==> src/rtl/grp_pkg.sv <==
// ----------------------------------------------------------------------------
// grp_pkg
// Shared constants, result codes and controller/datapath interface structs.
// ----------------------------------------------------------------------------
package grp_pkg;

  localparam int MAX_IMAGES_DEF = 256;
  localparam int FREE_DEPTH_DEF = 512;
  localparam int COORD_BITS_DEF = 20;

  localparam int IMG_BITS      = 12;
  localparam int OUT_BITS      = 20;
  localparam int IN_DATA_BITS  = 24;
  localparam int OUT_DATA_BITS = 80;

  typedef enum logic [1:0] {
    ST_PLACED  = 2'd0,
    ST_CLEARED = 2'd1,
    ST_FULL    = 2'd2
  } status_t;

  typedef struct packed {
    logic    clear;
    logic    load;
    logic    scan_go;
    logic    scan_sq;
    logic    rd_best;
    logic    cap_best;
    logic    rd_last;
    logic    cap_last;
    logic    wr_best;
    logic    wr_bottom;
    logic    commit;
    logic    out_load;
    status_t out_status;
  } grp_cmd_t;

  typedef struct packed {
    logic placed_full;
    logic list_empty;
    logic scan_busy;
    logic found;
    logic best_zero;
    logic cap_fail;
    logic out_free;
  } grp_sts_t;

endpackage

==> src/rtl/grp_ctrl.sv <==
// ----------------------------------------------------------------------------
// grp_ctrl
// Sequencer: accept a word, run the scans, split the region, hand off result.
// ----------------------------------------------------------------------------
module grp_ctrl (
  input  logic              clk,
  input  logic              rst_n,
  input  logic              in_tvalid,
  input  logic              in_kind,
  output logic              in_tready,
  output grp_pkg::grp_cmd_t cmd,
  input  grp_pkg::grp_sts_t sts
);
  import grp_pkg::*;

  typedef enum logic [3:0] {
    S_INIT, S_IDLE, S_CLR, S_CHECK, S_SCAN1, S_WAIT1, S_SCAN2, S_WAIT2,
    S_RDB, S_CAPB, S_CAPL, S_SPLIT, S_WBOT, S_COMMIT, S_DONE
  } state_t;

  state_t  state_r, state_nxt;
  status_t status_r, status_nxt;

  always_ff @(posedge clk) begin
    if (!rst_n) begin
      state_r  <= S_INIT;
      status_r <= ST_CLEARED;
    end else begin
      state_r  <= state_nxt;
      status_r <= status_nxt;
    end
  end

  assign in_tready = state_r == S_IDLE;

  always_comb begin
    state_nxt      = state_r;
    status_nxt     = status_r;
    cmd            = '0;
    cmd.out_status = status_r;
    unique case (state_r)
      S_INIT: begin
        cmd.clear = 1'b1;
        state_nxt = S_IDLE;
      end
      S_IDLE: begin
        if (in_tvalid) begin
          cmd.load  = 1'b1;
          state_nxt = in_kind ? S_CHECK : S_CLR;
        end
      end
      S_CLR: begin
        cmd.clear  = 1'b1;
        status_nxt = ST_CLEARED;
        state_nxt  = S_DONE;
      end
      S_CHECK: begin
        if (sts.placed_full || sts.list_empty) begin
          status_nxt = ST_FULL;
          state_nxt  = S_DONE;
        end else begin
          state_nxt = S_SCAN1;
        end
      end
      S_SCAN1: begin
        cmd.scan_go = 1'b1;
        state_nxt   = S_WAIT1;
      end
      S_WAIT1: begin
        if (!sts.scan_busy) begin
          if (!sts.found) begin
            status_nxt = ST_FULL;
            state_nxt  = S_DONE;
          end else begin
            state_nxt = sts.best_zero ? S_RDB : S_SCAN2;
          end
        end
      end
      S_SCAN2: begin
        cmd.scan_go = 1'b1;
        cmd.scan_sq = 1'b1;
        state_nxt   = S_WAIT2;
      end
      S_WAIT2: begin
        if (!sts.scan_busy) begin
          state_nxt = S_RDB;
        end
      end
      S_RDB: begin
        cmd.rd_best = 1'b1;
        state_nxt   = S_CAPB;
      end
      S_CAPB: begin
        cmd.cap_best = 1'b1;
        cmd.rd_last  = 1'b1;
        state_nxt    = S_CAPL;
      end
      S_CAPL: begin
        cmd.cap_last = 1'b1;
        state_nxt    = S_SPLIT;
      end
      S_SPLIT: begin
        if (sts.cap_fail) begin
          status_nxt = ST_FULL;
          state_nxt  = S_DONE;
        end else begin
          cmd.wr_best = 1'b1;
          state_nxt   = S_WBOT;
        end
      end
      S_WBOT: begin
        cmd.wr_bottom = 1'b1;
        state_nxt     = S_COMMIT;
      end
      S_COMMIT: begin
        cmd.commit = 1'b1;
        status_nxt = ST_PLACED;
        state_nxt  = S_DONE;
      end
      S_DONE: begin
        // hold until the result register can take the word
        cmd.out_load = 1'b1;
        if (sts.out_free) begin
          state_nxt = S_IDLE;
        end
      end
      default: begin
        state_nxt = S_INIT;
      end
    endcase
  end

endmodule

==> config.mk <==
export PLATFORM = sky130hd
export DESIGN_NAME = grp_ctrl
export DESIGN_NICKNAME = d
export VERILOG_FILES = /design/src/rtl/grp_pkg.sv /design/src/rtl/grp_ctrl.sv
export SDC_FILE = /design/constraint.sdc
export NUM_CORES = 1
export LEC_CHECK = 0
export BUFFER_PORTS_ARGS = -buffer_cell sky130_fd_sc_hd__clkbuf_2
export CORE_MARGIN = 10
export CORE_UTILIZATION = 39
export CTS_CLUSTER_DIAMETER = 100
export DETAILED_ROUTE_END_ITERATION = 10
export GPL_TIMING_DRIVEN = 1
export PLACE_DENSITY = 0.73
export SLEW_MARGIN = 20
export SYNTH_ARGS = -nofsm -noshare
export SYNTH_HDL_FRONTEND = slang
export SYNTH_SLANG_ARGS = --single-unit
==> constraint.sdc <==
create_clock -name clk -period 1.55 [get_ports clk]
set_clock_uncertainty 0.1 [all_clocks]
set_input_delay 0.3875 -clock clk [delete_from_list [all_inputs] [get_ports clk]]
set_output_delay 0.3875 -clock clk [all_outputs]
set_load 0.05 [all_outputs]
==> impl_metrics.py, run 1 <==
metrics = {
    "placement": {
        "placed_cells": 123,
        "gp_congestion": 0.952,
        "dp_hpwl_mm": 1.70,
        "portBuffers": 25,
    },
    "synthesis": {
        "ys_seq_area_frac": 0.234,
        "synth_top_family_by_area": "simple AND/OR/NAND/NOR gates",
        "synth_area_leaders": "dfxtp_1 23%, nor3_1 7.8%, nand2b_1 6.1%",
        "synthXorXnorAreaFrac": 0,
        "synthAdderAreaFrac": 0,
        "postSynthAreaPerCell_um2": 7.24,
        "yosysMostFrequentCell": "nor3_1",
        "ys_ff_latch": 6,
        "yosysUniqueCellTypes": 33,
        "synth.mux.area_fraction": 0.0195,
        "yosys.area.top_type": "dfxtp_1",
        "yosys.area.top_type_share": 0.234,
        "synth_fp_nets": 82,
        "synthFlopType": "dfxtp_1",
        "synthTopCellsByCount": "8 x nor3_1, 6 x dfxtp_1, 6 x nor2_1, 5 x inv_1, 5 x nand2b_1",
        "synth_edf_count": 0,
        "synth-compound-area-share": 0.287,
        "ys_async_sr_fraction": 0,
        "synthCells": 71,
        "yosys_warnings": 0,
        "synth-simple-area-share": 0.372,
        "syn_area_um2": 514,
    },
    "cts": {
        "cts_inserted_buffers": 3,
        "cts_root_buf": "clkbuf_4",
        "cts_max_level": 1,
        "cts_setup_buffers": 8,
        "holdBufCountCts": 0,
        "cts_sinks": 6,
        "postCtsResizedCells": 25,
        "cts_buffer_depth": 2,
    },
    "floorplan": {
        "die_h_um": 56.3,
        "start_util": 0.405,
        "fp-row-count": 13,
        "die_x_um": 56.3,
        "io-pin-count": 26,
    },
    "outcome": {
        "error_line": "[ERROR DPL-0033] detailed placement checks failed during check placement.",
        "failing_step": "4_1_cts",
        "status": "stopped before the end",
    },
}
[metrics by stage]
step / cell area (um2) / setup WS, ps / util / TNS, ps
floorplan: 662 / -262 / - / -1450
global placement: 1040 / -136 / 0.820 / -470
detailed placement: 1040 / -193 / 0.820 / -655
[cell families after synthesis]
kind of cell           Yosys count
DFF                              6
and+or+nand+nor                 34
AOI/OAI and AO/OA               20
muxes                            1
buffers and inverters           10
==> run 2: changes to the inputs <==
CORE_AREA = 10 10 71 73   (was not set)
CORE_MARGIN = not set   (was 10)
CORE_UTILIZATION = not set   (was 39)
CTS_CLUSTER_DIAMETER = not set   (was 100)
DIE_AREA = 0 0 81 83   (was not set)
PLACE_DENSITY = not set   (was 0.73)
PLACE_DENSITY_LB_ADDON = 0.15   (was not set)
clock period = 2 ns   (was 1.55 ns; I/O delays follow)
==> run 2 against run 1 <==
Compared with the run above: the flow now finishes without violations; synthesized area stayed put; synthesized cell count is the same.
==> impl_metrics.py, run 2 <==
metrics = {
    "setup_path": {
        "arrival_ps": 1330,
        "cp_slowest_cell": "dfxtp_1",
        "cp_max_fo": 8,
        "worstSetupPathType": "flip-flop to output port",
        "crit_chain": "buf_4 -> nor3_2 -> clkbuf_2",
        "crit_path_end_kind": "output port",
        "cp_slowest_stage_delay_ps": 360,
        "cp-start-kind": "flip-flop",
        "required_ps": 1400,
    },
    "timing": {
        "period_minus_slack_ps": 1930,
        "hold_ws_ps": 350,
        "post-route-period-util": 0.967,
        "finalHoldViolations": 0,
        "worstMarginPinSlew_ps": 339,
        "slew_violations": 0,
        "setup_viol": 0,
        "max_clock_freq_mhz": 517,
        "rsz0062_at_grt": "false",
        "relSlewSlack": 0.774,
        "setup_ws_ps": 66.9,
    },
    "global_routing": {
        "gr-total-overflow": 0,
        "grt_pass1_vias": 651,
        "grt_pass1_wl_mm": 3.13,
        "antenna_found_initial": 0,
        "grt_usage": 0.0597,
        "grt_max_degree": 9,
    },
    "synthesis": {
        "synthTopCellsByCount": "8 x nor3_1, 6 x dfxtp_1, 6 x nor2_1, 5 x inv_1, 5 x nand2b_1",
        "synthCells": 71,
        "yosys.area.top_type_share": 0.234,
        "synth_area_leaders": "dfxtp_1 23%, nor3_1 7.8%, nand2b_1 6.1%",
        "syn_area_um2": 514,
        "synthFlopType": "dfxtp_1",
        "synth_fp_nets": 82,
        "yosysMostFrequentCell": "nor3_1",
        "ys_seq_area_frac": 0.234,
        "yosys.area.top_type": "dfxtp_1",
        "ys_async_sr_fraction": 0,
        "yosysUniqueCellTypes": 33,
        "ys_ff_latch": 6,
        "synth_edf_count": 0,
        "postSynthAreaPerCell_um2": 7.24,
        "yosys_warnings": 0,
    },
    "cts": {
        "cts_inserted_buffers": 3,
        "clk_pin_slew_ps": 40,
        "cts_buffer_depth": 2,
        "cts_sinks": 6,
        "cts_max_level": 1,
        "holdBufCountCts": 0,
        "cts_tree": "built",
        "clk_latency_ps": 220,
        "cts_root_buf": "clkbuf_8",
    },
    "routing": {
        "wl_mm": 1.96,
        "drt_iter0_markers": 46,
        "drtAntennaViolNets": 0,
        "vias": 627,
        "drc": 0,
        "viasPerCell": 4.24,
        "drt_first_pass_iters": 4,
        "wl_per_cell_um": 13.3,
    },
    "power_and_ir_drop": {
        "peakVddDrop_v": 0.000249,
        "leakage_nw": 0.328,
        "power_w": 0.00134,
        "powerDensity_nw_per_um2": 1680,
    },
    "cells_and_area": {
        "top_regs": "state_r (4), status_r (2)",
        "final_cell_mix": "20 x clkbuf_2, 7 x buf_4, 6 x nor2_1",
        "layout-drive-gt1-share": 0.430,
        "antennaDiodeCount": 0,
        "regMostFlops": "state_r",
        "final_nets": 113,
        "largest_reg_flops": 4,
        "final_common_cell": "clkbuf_2",
        "area_growth_pct": 54.5,
        "fin_util": 0.219,
    },
    "floorplan": {
        "core_area_um2": 3630,
        "die-area_um2": 6720,
        "die_x_um": 81,
        "start_util": 0.142,
        "fp-row-count": 22,
        "io-pin-count": 26,
        "die_h_um": 83,
    },
    "job": {
        "cap_viol_max_count": 0,
    },
    "hold_path": {
        "hold_class": "flip-flop to flip-flop",
    },
    "placement": {
        "dp_slack_ps": 146,
        "gp_congestion": 0.716,
        "portBuffers": 25,
        "dp_hpwl_mm": 1.65,
    },
    "outcome": {
        "status": "completed",
    },
}
## run 2: cell counts after synthesis
No cell type changed its count.
## run 2: metal layers
layer,wire [um],global-route usage
met2,909,0.0915
met3,111,0.0162
met5,0,0
met4,57,0.0423
met1,884,0.0686
## run 2: timing repair
item / CTS / global route
resized for setup: 1 / 9
gates cloned: 0 / 0
endpoints found under the hold margin: 0 / 0
setup endpoints to repair: 1 / 10
setup buffers: 0 / 0
## run 2: cells by family (layout without fill, tap and decap cells)
logic type | count (synthesis) | in the layout | synth area share
AOI/OAI and AO/OA | 20 | 20 | 0.287
buffers and inverters | 10 | 39 | 0.0876
DFF | 6 | 6 | 0.234
muxes | 1 | 1 | 0.0195
and+or+nand+nor | 34 | 34 | 0.372
## run 2: final cells by class
type,instances,area [um2]
Sequential cell,6,123
Timing Repair Buffer,31,178
Tap cell,48,60.1
Fill cell,427,2840
Inverter,5,18.8
Multi-Input combinational cell,55,374
Clock buffer,3,41.3
## run 2: worst paths after layout
kind                                                 end  depth (start not counted)  slack (ps)                startpoint
worst max-delay path                             cmd[10]                          3          70   state_r[0]$_SDFFE_PN0P_
worst min-delay path            status_r[1]$_SDFFE_PN0P_                          2         350  status_r[1]$_SDFFE_PN0P_
worst max register to register   state_r[2]$_SDFFE_PN0P_                          5         260   state_r[1]$_SDFFE_PN0P_
worst min register to register  status_r[1]$_SDFFE_PN0P_                          2         350  status_r[1]$_SDFFE_PN0P_
## run 2: through the flow
step | setup TNS (ps) | area, um2 | cells
3_5_place_dp | 0 | 743 | 145
5_1_grt | 0 | 795 | 148
2_1_floorplan | -1170 | 539 | 71
4_1_cts | 0 | 787 | 148
3_3_place_gp | 0 | 743 | 145
6_report | 0 | 795 | 148
## run 2: where the power goes
group          internal [W]  switching (W)  total, W  leakage, nW
Clock              0.000130      0.0000547  0.000184       0.0216
Combinational      0.000303       0.000589  0.000892        0.256
Sequential         0.000179      0.0000811  0.000260       0.0503
Total              0.000611       0.000725   0.00134        0.328
## run 2: worst max-delay path: cells and delay by family, from the launching register on
family	cells	cell delay, ps
buf+inv	2	510
flops	1	360
simple gates	1	230
(Power assumes the default switching activity.)
